===== config.mk =====
export PLATFORM = sky130hd
export DESIGN_NAME = lfu_cache_table_flat
export DESIGN_NICKNAME = d
export VERILOG_FILES = /design/src/rtl/core/lfu_pkg.sv /design/src/rtl/core/lfu_req_if.sv /design/src/rtl/core/lfu_rsp_if.sv /design/src/rtl/core/lfu_cache_table.sv /design/src/rtl/core/lfu_ctrl.sv /design/src/rtl/core/lfu_dp.sv /design/src/flat_wrapper.sv
export SDC_FILE = /design/constraint.sdc
export NUM_CORES = 2
export LEC_CHECK = 0
export BUFFER_PORTS_ARGS = -buffer_cell sky130_fd_sc_hd__buf_2
export CAP_MARGIN = 20
export CORE_MARGIN = 1
export CORE_UTILIZATION = 35
export CTS_CLUSTER_DIAMETER = 120
export DETAILED_ROUTE_END_ITERATION = 10
export HOLD_SLACK_MARGIN = 0.1
export SYNTH_ARGS = -nofsm -noshare
export SYNTH_HDL_FRONTEND = slang
export SYNTH_SLANG_ARGS = --single-unit
export TNS_END_PERCENT = 50

===== constraint.sdc =====
create_clock -name clk_i -period 6.1 [get_ports clk_i]
set_clock_uncertainty 0.1 [all_clocks]
set_input_delay 0.305 -clock clk_i [delete_from_list [all_inputs] [get_ports clk_i]]
set_output_delay 0.305 -clock clk_i [all_outputs]
set_load 0.02 [all_outputs]

===== src/rtl/core/lfu_pkg.sv =====
// ----------------------------------------------------------------------------
// lfu_pkg
// Shared sizes, constants and the command and status bundles that pass
// between the LFU table controller and its datapath.
// ----------------------------------------------------------------------------
package lfu_pkg;

  localparam int CAPACITY    = 16;
  localparam int COUNT_WIDTH = 16;

  localparam int KEY_W  = 32;
  localparam int DATA_W = 32;
  localparam int CFG_W  = 5;

  localparam int IDX_W  = (CAPACITY > 1) ? $clog2(CAPACITY) : 1;
  localparam int RANK_W = IDX_W;
  localparam int OCC_W  = $clog2(CAPACITY + 1);
  localparam int EFF_W  = (CFG_W > OCC_W) ? CFG_W : OCC_W;

  localparam logic [CFG_W-1:0]       CFG_RESET = CFG_W'(16);
  localparam logic [COUNT_WIDTH-1:0] COUNT_MAX = '1;
  localparam logic [DATA_W-1:0]      MISS_DATA = '1;

  localparam logic OP_GET = 1'b0;
  localparam logic OP_PUT = 1'b1;

  // Controller to datapath
  typedef struct packed {
    logic load_in;      // latch request beat, start lookup scan
    logic scan_lookup;  // advance lookup scan one entry
    logic vscan_init;   // restart scan for victim search
    logic scan_victim;  // advance victim scan one entry
    logic do_touch;     // promote hit entry, write value on put
    logic do_evict;     // drop selected victim
    logic do_insert;    // place new key in lowest free slot
    logic load_out;     // capture response into output register
  } lfu_cmd_t;

  // Datapath to controller
  typedef struct packed {
    logic scan_last;
    logic found;
    logic is_put;
    logic cap_zero;
    logic need_evict;
  } lfu_status_t;

endpackage


===== src/rtl/core/lfu_req_if.sv =====
// ----------------------------------------------------------------------------
// lfu_req_if
// Request channel: valid/ready handshake with opcode, key and write value.
// ----------------------------------------------------------------------------
interface lfu_req_if;
  logic                valid;
  logic                ready;
  logic                opcode;
  logic signed [31:0]  lookup_key;
  logic signed [31:0]  write_value;

  modport source (output valid, output opcode, output lookup_key, output write_value,
                  input ready);
  modport sink   (input valid, input opcode, input lookup_key, input write_value,
                  output ready);
endinterface


===== src/rtl/core/lfu_rsp_if.sv =====
// ----------------------------------------------------------------------------
// lfu_rsp_if
// Response channel: valid/ready handshake with hit flag and read value.
// ----------------------------------------------------------------------------
interface lfu_rsp_if;
  logic                valid;
  logic                ready;
  logic                hit;
  logic signed [31:0]  read_value;

  modport source (output valid, output hit, output read_value, input ready);
  modport sink   (input valid, input hit, input read_value, output ready);
endinterface


===== src/rtl/core/lfu_cache_table.sv =====
// ----------------------------------------------------------------------------
// lfu_cache_table
// Key-value table with least-frequently-used replacement and a recency
// tiebreak among entries of equal use count.
// ----------------------------------------------------------------------------
// The table takes one request beat at a time and answers each with exactly
// one response beat. A get miss or a put while the capacity register is
// zero passes from the lookup scan through the decision to the output
// register; a get hit and a put hit add a touch step, a put that inserts
// without eviction adds an insert step, and a put that must evict adds a
// victim scan and an eviction step for every victim removed (more than one
// only when the capacity register was lowered below the current fill). The
// time taken is set by the sequential scan that reads one entry per cycle,
// once to find the key and once per eviction to find the victim. A finished
// response waits in the output register, so a new request is accepted while
// the previous response is still pending; only the final hand-off of that
// next request waits for the output register to drain. Write the capacity
// register only while the table is idle. All entries read as empty after
// reset; no clearing pass is needed.
// ----------------------------------------------------------------------------
module lfu_cache_table (
  input  logic                      clk_i,
  input  logic                      rst_ni,
  input  logic                      cfg_we_i,
  input  logic [lfu_pkg::CFG_W-1:0] cfg_wdata_i,
  lfu_req_if.sink                   req_i,
  lfu_rsp_if.source                 rsp_o
);
  import lfu_pkg::*;

  lfu_cmd_t    cmd;
  lfu_status_t status;
  logic        in_ready;
  logic        out_valid;
  logic        hit;
  logic [DATA_W-1:0] read_value;

  // Sequencer: owns the handshakes and steps the datapath.
  lfu_ctrl u_ctrl (
    .clk_i       (clk_i),
    .rst_ni      (rst_ni),
    .in_valid_i  (req_i.valid),
    .in_ready_o  (in_ready),
    .out_valid_o (out_valid),
    .out_ready_i (rsp_o.ready),
    .status_i    (status),
    .cmd_o       (cmd)
  );

  // Datapath: entries, scan state, capacity register and output register.
  lfu_dp u_dp (
    .clk_i         (clk_i),
    .rst_ni        (rst_ni),
    .cfg_we_i      (cfg_we_i),
    .cfg_wdata_i   (cfg_wdata_i),
    .opcode_i      (req_i.opcode),
    .lookup_key_i  (req_i.lookup_key),
    .write_value_i (req_i.write_value),
    .cmd_i         (cmd),
    .status_o      (status),
    .hit_o         (hit),
    .read_value_o  (read_value)
  );

  assign req_i.ready      = in_ready;
  assign rsp_o.valid      = out_valid;
  assign rsp_o.hit        = hit;
  assign rsp_o.read_value = read_value;

endmodule


===== src/rtl/core/lfu_ctrl.sv =====
// ----------------------------------------------------------------------------
// lfu_ctrl
// Sequencer for the LFU table: lookup scan, decision, victim scans with
// evictions, then touch or insert where the request needs one, and hand-off to the output register.
// ----------------------------------------------------------------------------
module lfu_ctrl (
  input  logic                 clk_i,
  input  logic                 rst_ni,
  input  logic                 in_valid_i,
  output logic                 in_ready_o,
  output logic                 out_valid_o,
  input  logic                 out_ready_i,
  input  lfu_pkg::lfu_status_t status_i,
  output lfu_pkg::lfu_cmd_t    cmd_o
);
  import lfu_pkg::*;

  typedef enum logic [2:0] {
    ST_IDLE,
    ST_LOOKUP,
    ST_DECIDE,
    ST_TOUCH,
    ST_VSCAN,
    ST_EVICT,
    ST_INSERT,
    ST_FINISH
  } state_e;

  state_e state_q, state_d;
  logic   out_valid_q, out_valid_d;

  always_comb begin
    state_d     = state_q;
    out_valid_d = out_valid_q;
    cmd_o       = '0;
    in_ready_o  = 1'b0;

    if (out_ready_i) begin
      out_valid_d = 1'b0;
    end

    case (state_q)
      ST_IDLE: begin
        in_ready_o = 1'b1;
        if (in_valid_i) begin
          cmd_o.load_in = 1'b1;
          state_d       = ST_LOOKUP;
        end
      end
      ST_LOOKUP: begin
        cmd_o.scan_lookup = 1'b1;
        if (status_i.scan_last) begin
          state_d = ST_DECIDE;
        end
      end
      ST_DECIDE: begin
        if (!status_i.is_put) begin
          state_d = status_i.found ? ST_TOUCH : ST_FINISH;
        end else if (status_i.cap_zero) begin
          state_d = ST_FINISH;
        end else if (status_i.found) begin
          state_d = ST_TOUCH;
        end else if (status_i.need_evict) begin
          cmd_o.vscan_init = 1'b1;
          state_d          = ST_VSCAN;
        end else begin
          state_d = ST_INSERT;
        end
      end
      ST_TOUCH: begin
        cmd_o.do_touch = 1'b1;
        state_d        = ST_FINISH;
      end
      ST_VSCAN: begin
        cmd_o.scan_victim = 1'b1;
        if (status_i.scan_last) begin
          state_d = ST_EVICT;
        end
      end
      ST_EVICT: begin
        cmd_o.do_evict = 1'b1;
        state_d        = ST_DECIDE;
      end
      ST_INSERT: begin
        cmd_o.do_insert = 1'b1;
        state_d         = ST_FINISH;
      end
      ST_FINISH: begin
        // Hold the result until the output register is free.
        if (!out_valid_q || out_ready_i) begin
          cmd_o.load_out = 1'b1;
          out_valid_d    = 1'b1;
          state_d        = ST_IDLE;
        end
      end
      default: begin
        state_d = ST_IDLE;
      end
    endcase
  end

  always_ff @(posedge clk_i or negedge rst_ni) begin
    if (!rst_ni) begin
      state_q     <= ST_IDLE;
      out_valid_q <= 1'b0;
    end else begin
      state_q     <= state_d;
      out_valid_q <= out_valid_d;
    end
  end

  assign out_valid_o = out_valid_q;

endmodule


===== src/rtl/core/lfu_dp.sv =====
// ----------------------------------------------------------------------------
// lfu_dp
// Entry storage, scan registers, capacity register and output register of
// the LFU table. Entries are read one at a time at the scan index.
// ----------------------------------------------------------------------------
module lfu_dp (
  input  logic                      clk_i,
  input  logic                      rst_ni,
  input  logic                      cfg_we_i,
  input  logic [lfu_pkg::CFG_W-1:0] cfg_wdata_i,
  input  logic                      opcode_i,
  input  logic [lfu_pkg::KEY_W-1:0] lookup_key_i,
  input  logic [lfu_pkg::DATA_W-1:0] write_value_i,
  input  lfu_pkg::lfu_cmd_t         cmd_i,
  output lfu_pkg::lfu_status_t      status_o,
  output logic                      hit_o,
  output logic [lfu_pkg::DATA_W-1:0] read_value_o
);
  import lfu_pkg::*;

  // Capacity register
  logic [CFG_W-1:0] cap_q;

  // Entry state
  logic [CAPACITY-1:0]                  valid_q, valid_d;
  logic [CAPACITY-1:0][KEY_W-1:0]       key_q, key_d;
  logic [CAPACITY-1:0][DATA_W-1:0]      val_q, val_d;
  logic [CAPACITY-1:0][COUNT_WIDTH-1:0] cnt_q, cnt_d;
  logic [CAPACITY-1:0][RANK_W-1:0]      rank_q, rank_d;
  logic [OCC_W-1:0]                     occ_q, occ_d;

  // Request
  logic              is_put_q;
  logic [KEY_W-1:0]  req_key_q;
  logic [DATA_W-1:0] req_val_q;

  // Scan
  logic [IDX_W-1:0]       scan_idx_q;
  logic                   found_q;
  logic [IDX_W-1:0]       slot_q;
  logic [COUNT_WIDTH-1:0] slot_cnt_q;
  logic [RANK_W-1:0]      slot_rank_q;
  logic [DATA_W-1:0]      slot_val_q;
  logic                   vfound_q;
  logic [IDX_W-1:0]       victim_q;
  logic [COUNT_WIDTH-1:0] vcnt_q;
  logic [RANK_W-1:0]      vrank_q;

  // Output register
  logic              hit_q;
  logic [DATA_W-1:0] rdata_q;

  logic                   cur_valid;
  logic [KEY_W-1:0]       cur_key;
  logic [DATA_W-1:0]      cur_val;
  logic [COUNT_WIDTH-1:0] cur_cnt;
  logic [RANK_W-1:0]      cur_rank;
  logic                   cur_match;
  logic                   cur_better;
  logic                   free_found;
  logic [IDX_W-1:0]       free_idx;
  logic [EFF_W-1:0]       eff_cap;

  assign cur_valid = valid_q[scan_idx_q];
  assign cur_key   = key_q[scan_idx_q];
  assign cur_val   = val_q[scan_idx_q];
  assign cur_cnt   = cnt_q[scan_idx_q];
  assign cur_rank  = rank_q[scan_idx_q];
  assign cur_match = cur_valid && (cur_key == req_key_q) && !found_q;
  assign cur_better = cur_valid && (!vfound_q || (cur_cnt < vcnt_q) ||
                      ((cur_cnt == vcnt_q) && (cur_rank > vrank_q)));

  assign eff_cap = (EFF_W'(cap_q) < EFF_W'(CAPACITY)) ? EFF_W'(cap_q) : EFF_W'(CAPACITY);

  assign status_o.scan_last  = (scan_idx_q == IDX_W'(CAPACITY - 1));
  assign status_o.found      = found_q;
  assign status_o.is_put     = is_put_q;
  assign status_o.cap_zero   = (cap_q == '0);
  assign status_o.need_evict = (EFF_W'(occ_q) >= eff_cap) && (occ_q != '0);

  // Lowest free slot
  always_comb begin
    free_found = 1'b0;
    free_idx   = '0;
    for (int i = CAPACITY - 1; i >= 0; i--) begin
      if (!valid_q[i]) begin
        free_found = 1'b1;
        free_idx   = IDX_W'(i);
      end
    end
  end

  // Entry updates
  always_comb begin
    valid_d = valid_q;
    key_d   = key_q;
    val_d   = val_q;
    cnt_d   = cnt_q;
    rank_d  = rank_q;
    occ_d   = occ_q;

    if (cmd_i.do_touch) begin
      for (int i = 0; i < CAPACITY; i++) begin
        if (valid_q[i] && (IDX_W'(i) != slot_q) && (rank_q[i] < slot_rank_q)) begin
          rank_d[i] = rank_q[i] + 1'b1;
        end
      end
      rank_d[slot_q] = '0;
      if (slot_cnt_q != COUNT_MAX) begin
        cnt_d[slot_q] = slot_cnt_q + 1'b1;
      end
      if (is_put_q) begin
        val_d[slot_q] = req_val_q;
      end
    end

    if (cmd_i.do_evict && vfound_q) begin
      valid_d[victim_q] = 1'b0;
      for (int i = 0; i < CAPACITY; i++) begin
        if (valid_q[i] && (rank_q[i] > vrank_q)) begin
          rank_d[i] = rank_q[i] - 1'b1;
        end
      end
      occ_d = occ_q - 1'b1;
    end

    if (cmd_i.do_insert) begin
      for (int i = 0; i < CAPACITY; i++) begin
        if (valid_q[i]) begin
          rank_d[i] = rank_q[i] + 1'b1;
        end
      end
      if (free_found) begin
        valid_d[free_idx] = 1'b1;
        key_d[free_idx]   = req_key_q;
        val_d[free_idx]   = req_val_q;
        cnt_d[free_idx]   = COUNT_WIDTH'(1);
        rank_d[free_idx]  = '0;
        occ_d             = occ_q + 1'b1;
      end
    end
  end

  always_ff @(posedge clk_i or negedge rst_ni) begin
    if (!rst_ni) begin
      cap_q      <= CFG_RESET;
      valid_q    <= '0;
      occ_q      <= '0;
      scan_idx_q <= '0;
      found_q    <= 1'b0;
      vfound_q   <= 1'b0;
    end else begin
      if (cfg_we_i) begin
        cap_q <= cfg_wdata_i;
      end
      valid_q <= valid_d;
      occ_q   <= occ_d;
      if (cmd_i.load_in) begin
        scan_idx_q <= '0;
        found_q    <= 1'b0;
      end else if (cmd_i.vscan_init) begin
        scan_idx_q <= '0;
        vfound_q   <= 1'b0;
      end else if (cmd_i.scan_lookup) begin
        scan_idx_q <= scan_idx_q + 1'b1;
        if (cur_match) begin
          found_q <= 1'b1;
        end
      end else if (cmd_i.scan_victim) begin
        scan_idx_q <= scan_idx_q + 1'b1;
        if (cur_better) begin
          vfound_q <= 1'b1;
        end
      end
    end
  end

  always_ff @(posedge clk_i) begin
    key_q  <= key_d;
    val_q  <= val_d;
    cnt_q  <= cnt_d;
    rank_q <= rank_d;
    if (cmd_i.load_in) begin
      is_put_q  <= (opcode_i == OP_PUT);
      req_key_q <= lookup_key_i;
      req_val_q <= write_value_i;
    end
    if (cmd_i.scan_lookup && cur_match) begin
      slot_q      <= scan_idx_q;
      slot_cnt_q  <= cur_cnt;
      slot_rank_q <= cur_rank;
      slot_val_q  <= cur_val;
    end
    if (cmd_i.scan_victim && cur_better) begin
      victim_q <= scan_idx_q;
      vcnt_q   <= cur_cnt;
      vrank_q  <= cur_rank;
    end
    if (cmd_i.load_out) begin
      hit_q   <= found_q;
      rdata_q <= (!is_put_q && found_q) ? slot_val_q : MISS_DATA;
    end
  end

  assign hit_o        = hit_q;
  assign read_value_o = rdata_q;

endmodule

===== src/flat_wrapper.sv =====
// flat-port wrapper written by rule: the top's interface ports become plain ports
module lfu_cache_table_flat import lfu_pkg::*;
  (clk_i, rst_ni, cfg_we_i, cfg_wdata_i, req_i_valid, req_i_opcode, req_i_lookup_key, req_i_write_value, req_i_ready, rsp_o_valid, rsp_o_hit, rsp_o_read_value, rsp_o_ready);
  lfu_req_if req_i_i ();
  lfu_rsp_if rsp_o_i ();
  input  logic clk_i;
  input  logic rst_ni;
  input  logic cfg_we_i;
  input  logic [lfu_pkg::CFG_W-1:0] cfg_wdata_i;
  input wire logic [$bits(req_i_i.valid)-1:0] req_i_valid;
  input wire logic [$bits(req_i_i.opcode)-1:0] req_i_opcode;
  input wire logic [$bits(req_i_i.lookup_key)-1:0] req_i_lookup_key;
  input wire logic [$bits(req_i_i.write_value)-1:0] req_i_write_value;
  output wire logic [$bits(req_i_i.ready)-1:0] req_i_ready;
  output wire logic [$bits(rsp_o_i.valid)-1:0] rsp_o_valid;
  output wire logic [$bits(rsp_o_i.hit)-1:0] rsp_o_hit;
  output wire logic [$bits(rsp_o_i.read_value)-1:0] rsp_o_read_value;
  input wire logic [$bits(rsp_o_i.ready)-1:0] rsp_o_ready;
  assign req_i_i.valid = req_i_valid;
  assign req_i_i.opcode = req_i_opcode;
  assign req_i_i.lookup_key = req_i_lookup_key;
  assign req_i_i.write_value = req_i_write_value;
  assign req_i_ready = req_i_i.ready;
  assign rsp_o_valid = rsp_o_i.valid;
  assign rsp_o_hit = rsp_o_i.hit;
  assign rsp_o_read_value = rsp_o_i.read_value;
  assign rsp_o_i.ready = rsp_o_ready;
  lfu_cache_table u_core (.clk_i(clk_i), .rst_ni(rst_ni), .cfg_we_i(cfg_we_i), .cfg_wdata_i(cfg_wdata_i), .req_i(req_i_i), .rsp_o(rsp_o_i));
endmodule

==> report_table.html <==
<table>
<tr><th>Metric</th><th>Value</th></tr>
<tr><th colspan="2">Final layout</th></tr>
<tr><td>Layout overhead on the synthesized area</td><td>15.2%</td></tr>
<tr><td>Area occupied by multi-input gates</td><td>28500 um2</td></tr>
<tr><td>Fraction of layout cells with a size suffix above 1</td><td>0.210</td></tr>
<tr><td>Final net count</td><td>5875</td></tr>
<tr><td>Design Area, Final</td><td>78900 um2</td></tr>
<tr><td>Count of fill cells added during filler insertion</td><td>18100</td></tr>
<tr><td>Final core utilization</td><td>0.405</td></tr>
<tr><td>Area used by sequential logic in the layout</td><td>38300 um2</td></tr>
<tr><th colspan="2">Setup path</th></tr>
<tr><td>Crit path launch type</td><td>flop</td></tr>
<tr><td>Stage delay of the slowest cell on the critical path</td><td>0.86 ns</td></tr>
<tr><td>Highest net fanout along the worst path</td><td>43</td></tr>
<tr><td>Crit-path leading delay family</td><td>simple AND/OR/NAND/NOR gates</td></tr>
<tr><td>Critical path data required time</td><td>6.49 ns</td></tr>
<tr><td>Worst setup EP type</td><td>flop</td></tr>
<tr><td>Crit path max-delay cell type</td><td>dfrtp_4</td></tr>
<tr><td>Worst Path Class, Setup</td><td>reg2reg</td></tr>
<tr><td>Cell breakdown of the critical path</td><td>and2_4, a221oi_1, a22o_1, or3_1, a2111oi_2, nand4_1, nor4_2, and2_4, buf_12</td></tr>
<tr><td>Arrival @ worst endpoint</td><td>5.41 ns</td></tr>
<tr><td>Library cell appearing most often on the critical path</td><td>and2_4</td></tr>
<tr><td>Worst Path Buf+Inv</td><td>1</td></tr>
<tr><th colspan="2">CTS</th></tr>
<tr><td>Clock latency reported for the late side of the worst-skew pair</td><td>0.83 ns</td></tr>
<tr><td>TritonCTS clock tree</td><td>yes</td></tr>
<tr><td>TritonCTS Buffers</td><td>161</td></tr>
<tr><td>Buffers inserted during post-CTS setup optimization</td><td>0</td></tr>
<tr><td>Clk Tree Root Cell</td><td>clkbuf_16</td></tr>
<tr><td>H-tree lvl count</td><td>4</td></tr>
<tr><td>Clock Tree Buf Depth</td><td>3</td></tr>
<tr><td>Clock transition at the register clock pins on the worst setup and hold paths after CTS</td><td>0.07 ns</td></tr>
<tr><td>Sinks on the clock net</td><td>1558</td></tr>
<tr><th colspan="2">Timing</th></tr>
<tr><td>Setup tns final</td><td>0 ns</td></tr>
<tr><td>Final critical-path required period</td><td>5.02 ns</td></tr>
<tr><td>Finish-stage setup viols</td><td>0</td></tr>
<tr><td>Relative slew slack</td><td>0.227</td></tr>
<tr><td>Number of hold violations in the final report</td><td>0</td></tr>
<tr><td>Setup repair after global routing missed its margin</td><td>false</td></tr>
<tr><td>Post-layout worst setup margin</td><td>1.08 ns</td></tr>
<tr><td>Fin crit share</td><td>0.823</td></tr>
<tr><td>Achievable frequency</td><td>roughly 0.2 GHz</td></tr>
<tr><td>Slew of the pin with the lowest slew margin</td><td>1.15 ns</td></tr>
<tr><td>Total count of max-transition violations in the final report</td><td>0</td></tr>
<tr><th colspan="2">Detailed routing</th></tr>
<tr><td>WL final</td><td>203 mm</td></tr>
<tr><td>DR vias/cell</td><td>5.63</td></tr>
<tr><td>Wirelength per Cell</td><td>24.5 um</td></tr>
<tr><td>Remaining number of nets flagged by the antenna check after routing</td><td>0</td></tr>
<tr><td>Final routed DRC violation total</td><td>0</td></tr>
<tr><td>Total number of vias</td><td>46700</td></tr>
<tr><td>Iteration-0 DRC count of the detailed router</td><td>between 4000 and 5000</td></tr>
<tr><td>Drt first pass iters</td><td>6</td></tr>
<tr><th colspan="2">Yosys</th></tr>
<tr><td>Mean instance size in the synthesized netlist</td><td>approximately 13 um2</td></tr>
<tr><td>Most used DFF post-synth</td><td>dfxtp_1</td></tr>
<tr><td>Sequential-to-total area share from yosys stat</td><td>0.559</td></tr>
<tr><td>Mapped Nets</td><td>5696</td></tr>
<tr><td>Number of distinct standard cells referenced by the synthesized netlist</td><td>84</td></tr>
<tr><td>Area share of the largest cell type after synthesis</td><td>0.302</td></tr>
<tr><td>Gate Count Post-Synth</td><td>5447</td></tr>
<tr><td>Number of synthesis warnings</td><td>0</td></tr>
<tr><td>Most area-consuming cells after synthesis</td><td>edfxtp_1, dfxtp_1, mux2_2, mux4_2, mux2i_1</td></tr>
<tr><td>Number of enable flip-flop cells after synthesis</td><td>690</td></tr>
<tr><td>Cell type with the largest total area after synthesis</td><td>edfxtp_1</td></tr>
<tr><td>FFs w/ async S/R, synth</td><td>0.0231</td></tr>
<tr><td>Cell area after synthesis</td><td>68500 um2</td></tr>
<tr><td>Flip-flop and latch count after synthesis</td><td>between 1500 and 2000</td></tr>
<tr><th colspan="2">Floorplanning</th></tr>
<tr><td>Floorplan die height</td><td>~440 um</td></tr>
<tr><td>Initial Util</td><td>0.352</td></tr>
<tr><td>Die footprint</td><td>197000 um2</td></tr>
<tr><td>Area of the placeable core</td><td>195000 um2</td></tr>
<tr><td>IO Count</td><td>110</td></tr>
<tr><td>Count of standard-cell rows</td><td>between 150 and 200</td></tr>
<tr><td>Width of the die</td><td>444 um</td></tr>
<tr><th colspan="2">Pwr</th></tr>
<tr><td>Final Power</td><td>~36 mW</td></tr>
<tr><td>Worst IR Drop VDD</td><td>0.457 mV</td></tr>
<tr><td>Power density over cell area</td><td>450 nW/um2</td></tr>
<tr><td>Static leakage power</td><td>29.6 nW</td></tr>
<tr><th colspan="2">GRT</th></tr>
<tr><td>GRT Residual Overflow</td><td>0</td></tr>
<tr><td>Gr usage total</td><td>0.201</td></tr>
<tr><td>Maximum number of pins on one net before global-route repair</td><td>114</td></tr>
<tr><td>Antenna violations before repair</td><td>7</td></tr>
<tr><td>First-pass GRT wire length</td><td>301 mm</td></tr>
<tr><td>Vias in the first global route</td><td>46200</td></tr>
<tr><th colspan="2">Placed design</th></tr>
<tr><td>Number of input and output port buffers inserted</td><td>109</td></tr>
<tr><td>Routability-driven placement congestion ratio</td><td>0.894</td></tr>
<tr><td>Area after DPL</td><td>72300 um2</td></tr>
<tr><td>Worst setup timing slack at the placement stage</td><td>about 1.1 ns</td></tr>
<tr><td>HPWL after detailed placement</td><td>120 mm</td></tr>
<tr><th colspan="2">Worst hold path</th></tr>
<tr><td>HP Class</td><td>in2reg</td></tr>
<tr><th colspan="2">Job</th></tr>
<tr><td>Max-cap viol count</td><td>0</td></tr>
<tr><th colspan="2">Run status</th></tr>
<tr><td>Status</td><td>finished clean</td></tr>
</table>
==> cell usage in the layout, fill, tap and decap left out, types with 47 or more instances in the layout <==
master	count
nand3_1	97
nor2_1	457
mux2i_1	281
inv_1	118
ha_1	174
nand2_1	264
clkbuf_16	162
a211oi_1	93
dfxtp_1	832
xnor2_1	53
mux2_1	70
o21ai_0	160
dlygate4sd3_1	117
buf_2	109
a221oi_1	127
mux2_2	420
nor3_1	50
nand4_1	47
edfxtp_1	690
a21oi_1	260
buf_4	135
mux4_2	208
a22oi_1	82
==> flip-flops by register name (all words and copies together), names as in the netlist, 3 cells and up <==
signal                    count
u_core.u_dp.scan_idx_q        4
u_core.u_dp.victim_q          4
u_core.u_dp.valid_q          16
u_core.u_dp.read_value_o     32
u_core.u_dp.vrank_q           4
u_core.u_dp.req_val_q        32
u_core.u_dp.occ_q             5
u_core.u_dp.slot_rank_q       4
u_core.u_dp.slot_cnt_q       16
u_core.u_dp.cap_q             5
u_core.u_dp.slot_q            4
u_core.u_ctrl.state_q         3
u_core.u_dp.key_q           512
u_core.u_dp.req_key_q        32
u_core.u_dp.cnt_q           256
u_core.u_dp.val_q           512
u_core.u_dp.slot_val_q       32
u_core.u_dp.rank_q           64
u_core.u_dp.vcnt_q           16
==> timing repair <==
item / 4_1_cts / 5_1_grt
hold endpoints to repair: 113 / 0
hold buffers: 117 / 0
resized for setup: 0 / 0
endpoints found under the setup margin: 0 / 0
==> layer usage <==
layer | part of all wire | GRT usage | vias to the layer above
met5 | 0 | 0 | -
met3 | 0.063 | 0.0325 | 375
met2 | 0.48 | 0.337 | 1727
li1 | - | - | 21000
met4 | 0.030 | 0.0646 | 0
met1 | 0.43 | 0.266 | 23700
==> cells in the mapped netlist, types with 36 or more instances <==
cell type,number
a21o_1,41
mux2_1,70
xor2_1,36
a21oi_1,263
clkbuf_1,239
or3_1,42
inv_1,123
a221oi_1,127
mux2i_1,281
a22oi_1,84
nand4_1,47
nand3_1,97
mux2_2,420
buf_2,89
nor2_1,471
nor3_1,52
edfxtp_1,690
ha_1,174
o21ai_0,160
nand2_1,264
a211oi_1,93
xnor2_1,54
nand2b_1,40
mux4_2,208
dfxtp_1,832
==> kinds of logic (layout without fill, tap and decap cells) <==
| kind of cell | after synthesis | after routing | share of synthesized area |
|---|---|---|---|
| flip-flops | 1558 | 1558 | 0.559 |
| AND/OR/NAND/NOR | 1127 | 1127 | 0.0744 |
| multiplexers | 979 | 979 | 0.190 |
| other | 0 | 2 | 0 |
| XOR/XNOR | 90 | 90 | 0.0115 |
| AO/OA/AOI/OAI | 1023 | 1023 | 0.103 |
| adder cells (fa/ha/maj) | 174 | 174 | 0.0318 |
| buffers and inverters | 496 | 811 | 0.0304 |
==> power by group <==
| part | internal [mW] | total [mW] | switching [mW] | leakage, nW |
|---|---|---|---|---|
| combinational | 5.02 | 10.9 | 5.88 | 13.6 |
| clock | 5.60 | 9.96 | 4.36 | 2.59 |
| sequential | 13.1 | 14.7 | 1.56 | 13.4 |
| total | 23.7 | 35.5 | 11.8 | 29.6 |
==> area by class of cell <==
type	instances	share of cell area
diodes	2	0.0000635
flip-flops and latches	1558	0.485
inverters	132	0.00633
multi-input cells	3393	0.361
repair buffers	380	0.0390
clock inverters	73	0.0110
clock buffers	226	0.0569
well taps	2542	0.0403
==> metrics by stage <==
step	instances	hold WS (ns)
2_1_floorplan	5447	-0.0906
3_3_place_gp	7878	0.336
3_5_place_dp	7882	0.347
4_1_cts	8298	0.101
5_1_grt	8304	0.120
6_report	8306	0.141
==> worst paths after layout <==
check	slack, ns	cells after the start	to	from
worst max-delay path	1.08	9	u_core.u_dp.slot_val_q[11]	u_core.u_dp.scan_idx_q[1]
worst min-delay path	0.14	2	u_core.u_dp.req_val_q[30]	req_i_write_value[30]
worst max register to register	1.08	9	u_core.u_dp.slot_val_q[11]	u_core.u_dp.scan_idx_q[1]
worst min register to register	0.36	2	u_core.u_dp.cnt_q[145]	u_core.u_dp.cnt_q[145]
max in group asynchronous	4.97	2	u_core.u_dp.scan_idx_q[0]	rst_ni
min in group asynchronous	0.16	2	u_core.u_dp.valid_q[15]	rst_ni
Note: power is estimated with default switching activity, not from simulation.
